**src/hdl/windowed_pid_controller_defines.svh**
```systemverilog
// Assertion macros shared by the windowed PID controller RTL.
`ifndef WINDOWED_PID_CONTROLLER_DEFINES_SVH
`define WINDOWED_PID_CONTROLLER_DEFINES_SVH

// Check that the consequent holds in the same cycle as the antecedent.
`define WPID_ASSERT_SAME(name, clk, rst_n, ante, cons, msg) \
    name: assert property (@(posedge clk) disable iff (!rst_n) (ante) |-> (cons)) \
        else $error(msg);

// Check that the consequent holds in the cycle after the antecedent.
`define WPID_ASSERT_NEXT(name, clk, rst_n, ante, cons, msg) \
    name: assert property (@(posedge clk) disable iff (!rst_n) (ante) |=> (cons)) \
        else $error(msg);

`endif

```
**src/hdl/wpid_pkg.sv**
```systemverilog
// Shared constants and types for the windowed PID controller.
package wpid_pkg;

    localparam int HISTORY_DEPTH = 16;
    localparam int DIFF_LAG      = 4;

    // Lag that is a multiple of the depth reads the oldest entry.
    localparam int LAG_MOD = DIFF_LAG % HISTORY_DEPTH;
    localparam int LAG_EFF = (LAG_MOD == 0) ? HISTORY_DEPTH : LAG_MOD;

    localparam int ERR_W   = 16;
    localparam int GAIN_W  = 16;
    localparam int TOTAL_W = 24;
    localparam int DIFF_W  = ERR_W + 1;
    localparam int LIMIT_W = 23;
    localparam int CFG_W   = 23;
    localparam int IDX_W   = 2;
    localparam int OUT_W   = 32;

    // Register indexes of the configuration port.
    localparam logic [IDX_W-1:0] REG_GAIN_P    = 2'd0;
    localparam logic [IDX_W-1:0] REG_GAIN_I    = 2'd1;
    localparam logic [IDX_W-1:0] REG_GAIN_D    = 2'd2;
    localparam logic [IDX_W-1:0] REG_SUM_LIMIT = 2'd3;

    typedef logic signed [ERR_W-1:0]   t_err;
    typedef logic signed [GAIN_W-1:0]  t_gain;
    typedef logic signed [TOTAL_W-1:0] t_total;
    typedef logic signed [DIFF_W-1:0]  t_diff;

    // Operands handed from the window to the multiply stages.
    typedef struct packed {
        t_err   err;
        t_total total;
        t_diff  diff;
    } t_stage;

    typedef struct packed {
        t_gain p;
        t_gain i;
        t_gain d;
    } t_gains;

    // Occupancy of the multiply stages.
    typedef struct packed {
        logic prod_full;
        logic out_full;
    } t_mac_status;

endpackage

```
**src/hdl/wpid_cell.sv**
```systemverilog
// One history cell: holds an error word and passes it to its neighbor.
module wpid_cell import wpid_pkg::*; (
    input  logic i_clk,
    input  logic i_rst_n,
    input  logic i_load,
    input  t_err i_d,
    output t_err o_q
);

    t_err r_q;

    // Take the neighbor's word on each accepted sample.
    always_ff @(posedge i_clk) begin
        if (!i_rst_n) begin
            r_q <= '0;
        end else if (i_load) begin
            r_q <= i_d;
        end
    end

    assign o_q = r_q;

endmodule

```
**src/hdl/wpid_window.sv**
```systemverilog
// Error history chain, clamped window sum and lagged difference.
module wpid_window import wpid_pkg::*; (
    input  logic               i_clk,
    input  logic               i_rst_n,
    input  logic               i_load,
    input  t_err               i_error_sample,
    input  logic [LIMIT_W-1:0] i_sum_limit,
    output t_stage             o_stage
);

    t_err   w_cell [HISTORY_DEPTH];
    t_total r_total;
    t_stage r_stage;

    logic signed [TOTAL_W:0] w_sum;
    logic signed [TOTAL_W:0] w_lim;
    t_total                  n_total;
    t_diff                   n_diff;

    // Cell k holds the error from k+1 samples back.
    for (genvar k = 0; k < HISTORY_DEPTH; k++) begin : g_cell
        if (k == 0) begin : g_head
            wpid_cell u_cell (
                .i_clk  (i_clk),
                .i_rst_n(i_rst_n),
                .i_load (i_load),
                .i_d    (i_error_sample),
                .o_q    (w_cell[k])
            );
        end else begin : g_body
            wpid_cell u_cell (
                .i_clk  (i_clk),
                .i_rst_n(i_rst_n),
                .i_load (i_load),
                .i_d    (w_cell[k-1]),
                .o_q    (w_cell[k])
            );
        end
    end

    // Drop the oldest error, add the new one, clamp to the limit.
    always_comb begin
        w_lim = $signed({2'b00, i_sum_limit});
        w_sum = (TOTAL_W+1)'(r_total) - (TOTAL_W+1)'(w_cell[HISTORY_DEPTH-1])
              + (TOTAL_W+1)'(i_error_sample);
        if (w_sum > w_lim) begin
            n_total = TOTAL_W'(w_lim);
        end else if (w_sum < -w_lim) begin
            n_total = TOTAL_W'(-w_lim);
        end else begin
            n_total = TOTAL_W'(w_sum);
        end
        n_diff = DIFF_W'(i_error_sample) - DIFF_W'(w_cell[LAG_EFF-1]);
    end

    always_ff @(posedge i_clk) begin
        if (!i_rst_n) begin
            r_total <= '0;
        end else if (i_load) begin
            r_total <= n_total;
        end
    end

    // Hold the operands for the multiply stage.
    always_ff @(posedge i_clk) begin
        if (i_load) begin
            r_stage.err   <= i_error_sample;
            r_stage.total <= n_total;
            r_stage.diff  <= n_diff;
        end
    end

    assign o_stage = r_stage;

endmodule

```
**src/hdl/wpid_mac.sv**
```systemverilog
// Gain multiplies, term sum and output register with stall control.
module wpid_mac import wpid_pkg::*; (
    input  logic              i_clk,
    input  logic              i_rst_n,
    input  logic              i_s1_valid,
    input  t_stage            i_s1,
    input  t_gains            i_gains,
    input  logic              i_out_ready,
    output logic              o_s1_take,
    output logic              o_out_valid,
    output logic [OUT_W-1:0]  o_drive_value,
    output t_mac_status       o_status
);

    localparam int PP_W  = ERR_W + GAIN_W;
    localparam int PI_W  = TOTAL_W + GAIN_W;
    localparam int PD_W  = DIFF_W + GAIN_W;
    localparam int ACC_W = PI_W + 1;

    logic                    r_v2;
    logic                    r_v3;
    logic signed [PP_W-1:0]  r_pp;
    logic signed [PI_W-1:0]  r_pi;
    logic signed [PD_W-1:0]  r_pd;
    logic [OUT_W-1:0]        r_drive;
    logic signed [ACC_W-1:0] w_acc;
    logic                    w_s2_load;
    logic                    w_s3_load;

    assign w_s3_load = !r_v3 || i_out_ready;
    assign w_s2_load = !r_v2 || w_s3_load;

    // Advance the valid flags as far as the receiver allows.
    always_ff @(posedge i_clk) begin
        if (!i_rst_n) begin
            r_v2 <= 1'b0;
            r_v3 <= 1'b0;
        end else begin
            if (w_s2_load) begin
                r_v2 <= i_s1_valid;
            end
            if (w_s3_load) begin
                r_v3 <= r_v2;
            end
        end
    end

    // Register the three products.
    always_ff @(posedge i_clk) begin
        if (w_s2_load) begin
            r_pp <= PP_W'(i_s1.err)   * PP_W'(i_gains.p);
            r_pi <= PI_W'(i_s1.total) * PI_W'(i_gains.i);
            r_pd <= PD_W'(i_s1.diff)  * PD_W'(i_gains.d);
        end
    end

    // Sum the terms; bits from eight up give the floor shift.
    assign w_acc = ACC_W'(r_pp) + ACC_W'(r_pi) + ACC_W'(r_pd);

    always_ff @(posedge i_clk) begin
        if (w_s3_load) begin
            r_drive <= w_acc[OUT_W+7:8];
        end
    end

    assign o_s1_take          = w_s2_load;
    assign o_out_valid        = r_v3;
    assign o_drive_value      = r_drive;
    assign o_status.prod_full = r_v2;
    assign o_status.out_full  = r_v3;

endmodule

```
**src/hdl/windowed_pid_controller.sv**
```systemverilog
// Windowed PID controller top level: config registers, input stage, checks.
//
// Input channel: i_in_valid / o_in_ready carry one signed error word per
// control tick on i_error_sample. Output channel: o_out_valid / i_out_ready
// carry the drive word o_drive_value = (P + I + D) >>> 8.
// Config port: i_cfg_we writes i_cfg_data to register i_cfg_index
// (0 gain_p, 1 gain_i, 2 gain_d, 3 sum_limit); write only while idle.
// Path: a word accepted into the window stage moves through the product
// register into the output register. Throughput: one word per cycle
// until a receiver stall has filled all stages, set by the window update
// (16-cell history chain plus clamp); the three multiplies share one
// register stage and the final sum feeds the output register.
// Reset: history and window sum clear to zero, gains to zero, sum_limit to
// its maximum; all stages empty.
// Receiver stall: the output word holds; the three stages fill, and
// o_in_ready drops only once all of them are full.
module windowed_pid_controller import wpid_pkg::*; (
    input  logic               i_clk,
    input  logic               i_rst_n,
    input  logic               i_in_valid,
    output logic               o_in_ready,
    input  logic signed [15:0] i_error_sample,
    output logic               o_out_valid,
    input  logic               i_out_ready,
    output logic signed [31:0] o_drive_value,
    input  logic               i_cfg_we,
    input  logic [IDX_W-1:0]   i_cfg_index,
    input  logic [CFG_W-1:0]   i_cfg_data
);

`include "windowed_pid_controller_defines.svh"

    t_gains             r_gains;
    logic [LIMIT_W-1:0] r_sum_limit;
    logic               r_v1;
    logic               w_accept;
    logic               w_s1_take;
    t_stage             w_stage;
    t_mac_status        w_status;
    logic [OUT_W-1:0]   w_drive;

    // Write configuration registers.
    always_ff @(posedge i_clk) begin
        if (!i_rst_n) begin
            r_gains     <= '0;
            r_sum_limit <= {LIMIT_W{1'b1}};
        end else if (i_cfg_we) begin
            case (i_cfg_index)
                REG_GAIN_P:    r_gains.p   <= t_gain'(i_cfg_data[GAIN_W-1:0]);
                REG_GAIN_I:    r_gains.i   <= t_gain'(i_cfg_data[GAIN_W-1:0]);
                REG_GAIN_D:    r_gains.d   <= t_gain'(i_cfg_data[GAIN_W-1:0]);
                REG_SUM_LIMIT: r_sum_limit <= i_cfg_data[LIMIT_W-1:0];
                default: begin
                end
            endcase
        end
    end

    assign o_in_ready = !r_v1 || w_s1_take;
    assign w_accept   = i_in_valid && o_in_ready;

    // Track the window stage occupancy.
    always_ff @(posedge i_clk) begin
        if (!i_rst_n) begin
            r_v1 <= 1'b0;
        end else if (o_in_ready) begin
            r_v1 <= i_in_valid;
        end
    end

    wpid_window u_window (
        .i_clk         (i_clk),
        .i_rst_n       (i_rst_n),
        .i_load        (w_accept),
        .i_error_sample(i_error_sample),
        .i_sum_limit   (r_sum_limit),
        .o_stage       (w_stage)
    );

    wpid_mac u_mac (
        .i_clk        (i_clk),
        .i_rst_n      (i_rst_n),
        .i_s1_valid   (r_v1),
        .i_s1         (w_stage),
        .i_gains      (r_gains),
        .i_out_ready  (i_out_ready),
        .o_s1_take    (w_s1_take),
        .o_out_valid  (o_out_valid),
        .o_drive_value(w_drive),
        .o_status     (w_status)
    );

    assign o_drive_value = $signed(w_drive);

    `WPID_ASSERT_SAME(a_ready_low_full, i_clk, i_rst_n, !o_in_ready, r_v1 && w_status.prod_full && o_out_valid, "input stalled with a free stage")
    `WPID_ASSERT_NEXT(a_accept_fills, i_clk, i_rst_n, w_accept, r_v1, "accepted word not held in window stage")
    `WPID_ASSERT_NEXT(a_prod_moves_out, i_clk, i_rst_n, !o_out_valid && w_status.prod_full, o_out_valid, "product stage did not reach empty output")

endmodule
```
**config.mk**
```make
export PLATFORM = sky130hd
export DESIGN_NAME = windowed_pid_controller
export DESIGN_NICKNAME = d
export VERILOG_FILES = /design/src/hdl/wpid_pkg.sv /design/src/hdl/wpid_cell.sv /design/src/hdl/wpid_window.sv /design/src/hdl/wpid_mac.sv /design/src/hdl/windowed_pid_controller.sv
export VERILOG_INCLUDE_DIRS = /design/src /design/src/hdl
export SDC_FILE = /design/constraint.sdc
export NUM_CORES = 2
export LEC_CHECK = 0
export ABC_AREA = 1
export BUFFER_PORTS_ARGS = -buffer_cell sky130_fd_sc_hd__buf_2
export CORE_MARGIN = 8
export CORE_UTILIZATION = 35
export CTS_CLUSTER_SIZE = 24
export DETAILED_ROUTE_END_ITERATION = 8
export GPL_TIMING_DRIVEN = 0
export SLEW_MARGIN = 25
export SYNTH_ARGS = -nofsm -noshare
export SYNTH_HDL_FRONTEND = slang
export SYNTH_HIERARCHICAL = 1
export SYNTH_SLANG_ARGS = --single-unit
```
**constraint.sdc**
```tcl
create_clock -name i_clk -period 15.7 [get_ports i_clk]
set_input_delay 0.785 -clock i_clk [delete_from_list [all_inputs] [get_ports i_clk]]
set_output_delay 0.785 -clock i_clk [all_outputs]
set_load 0.03 [all_outputs]
```
==> qor.yml <==
required_ns: 16.01
netlist_instances: 8853
timing.final.max_slew_violations: 0
cts_resized: 0
final_hpwl_dp_um: 164200
timing.hold.worst.class: "input port to flip-flop"
finalInstanceArea_um2: 72570
globalRoute.totalOverflow: 0
cts.htree.levels: 3
post-route-drc-count: 0
power.static_leakage_nw: 39.80
first_pass_iters: 6
dr.max_layer_used: "met5"
clock_insertion_delay_worst_skew_ns: 0.68
critical-path-max-stage-delay_ns: 0.58
clock-root-buffer: "sky130_fd_sc_hd__clkbuf_16"
placeableCoreArea_um2: 188000
via_per_inst: 4.625
grt_setup_unrepaired: "no"
avgSynthCellArea_um2: 7.490
worstSetupStartpointType: "flip-flop"
status: "finished, final reports clean"
dp_slack_ns: 8.693
relative_slew_margins: 0.3213
m1WireLength_um: 84280
timing.setup.critical_path_class: "flip-flop to flip-flop"
postLayoutSetupSlackWorst_ns: 8.687
die_h_um: 451.3
critPathMostFrequentCell: "sky130_fd_sc_hd__inv_1"
floorplan.initialDensity: 0.3527
detail_route.iter0.violations: 3478
setup_viol_count_final: 0
first_global_vias: 55004
drt-total-wl_um: 193000
pin_count: 80
p_per_area_nw_per_um2: 182.3
placementRows: 159
cts.reportedPaths.clkPinSlew_ns: 0.06
antenna_left: 0
routed-via-count: 53484
place.gp.congestion: 0.9512
met3_length_um: 10990
postPlaceCellArea_um2: 70130
netlist_area_before_placement_um2: 66310
layout-drive-gt1-share: 0.05372
fin_nets: 10422
critPathSlowestCell: "sky130_fd_sc_hd__clkbuf_1"
final_min_period_over_clock_period: 0.4467
layout_commonest_cell: "sky130_fd_sc_hd__nand2_1"
numClockSinks: 548
grt_pass1_wl_um: 304500
cp_num_buf_inv: 9
clock.fmax_mhz: 142.6
post_cts_hold_buffer_count: 0
worst_ir_drop_on_vdd_v: 0.0001541
mostFrequentLayoutCells: "2529 x sky130_fd_sc_hd__nand2_1, 2240 x sky130_fd_sc_hd__inv_1, 975 x sky130_fd_sc_hd__fa_1"
max_cap_viol_count: 0
antenna_violations_before_repair: 6
average_wire_length_per_cell_after_detail_routing_um: 16.69
port_buffers: 78
clock_path_buffers: 3
gr-usage-all-layers: 0.1881
grt_max_degree: 51
syn2layout_area_growth_pct: 9.438
min_clock_period_post_route_ns: 7.013
tightestPinTransition_ns: 1.018
timing.final.hold_violations: 0
critical_path.max_fanout: 10
total_cts_buffers: 67
post_cts.repair.setup_buffers: 0
wl_met2_um: 89510
clock-skew-final_ns: 0.05581
yosysWarnings: 6
crit_family: "adder cells"
critical_path.endpoint_type: "flip-flop"
worst-endpoint-arrival_ns: 7.33
mappedNetlistNets: 10264
die_area_um2: 203600
die-width_um: 451.3
cts_tree: "done"
## layout make-up
type	instances	area (um2)
clock inverters	38	585.6
diodes	3	7.507
plain buffers	312	1684
flip-flops and latches	548	12910
multi-input cells	5742	43290
fillers	19636	115400
repair buffers	89	678.2
inverters	2251	8449
well taps	2495	3122
clock buffers	86	1839
## worst paths after layout
check	startpoint	end	slack (ns)	depth (start not counted)
worst min register to register	u_window/g_cell[13].g_body.u_cell/o_q[9]$_SDFFE_PN0P_	u_window/g_cell[13].g_body.u_cell/o_q[9]$_SDFFE_PN0P_	0.47	2
worst max register to register	r_gains[39]$_SDFFE_PN0P_	u_mac/r_pp[31]$_DFFE_PP_	8.69	25
worst max-delay path	r_gains[39]$_SDFFE_PN0P_	u_mac/r_pp[31]$_DFFE_PP_	8.69	25
worst min-delay path	i_cfg_data[18]	r_sum_limit[18]$_SDFFE_PN1P_	0.31	3
## worst reg2reg max path, delay by kind of cell (launching register included)
kind          cells  cell delay [ns]
simple gates      9             1.21
fa+ha+maj         7             3.38
flops             1             0.48
buf+inv           9             1.55
## metal layers
layer  track usage  vias up
met3       0.02736      339
met4       0.07147        4
met5             0        -
met2        0.3164     1432
li1              -    25971
met1        0.2453    25738
## metrics by stage
step | total power [W] | TNS, ns | util | instances | hold WS, ns
final | 0.01323 | 0 | 0.3860 | 11564 | 0.3140
after detailed placement | 0.01152 | 0 | 0.3731 | 11437 | 0.4639
after floorplan | 0.008543 | 0 | - | 8853 | 0.4267
after CTS | 0.01328 | 0 | 0.3860 | 11561 | 0.2648
after global placement | 0.01144 | -389.21 | 0.3714 | 11426 | 0.4368
after global routing | 0.01450 | 0 | 0.3860 | 11563 | 0.2980
## sequential cells by signal, indices dropped and copies added (netlist names), 23 cells and up
signal,count
r_sum_limit,23
u_window/o_stage,57
u_window/g_cell.g_body.u_cell/o_q,240
u_mac/o_drive_value,32
u_mac/r_pi,40
u_mac/r_pd,33
u_mac/r_pp,32
r_gains,48
u_window/r_total,24
## report_power, final
group	total (W)	switching [W]	internal [W]	leakage (nW)
Sequential	0.00230	0.000246	0.00206	4.99
Clock	0.00168	0.000695	0.000989	1.17
Combinational	0.00924	0.00624	0.00300	33.6
Total	0.0132	0.00718	0.00605	39.8
Power figures use the tool's default switching activity.
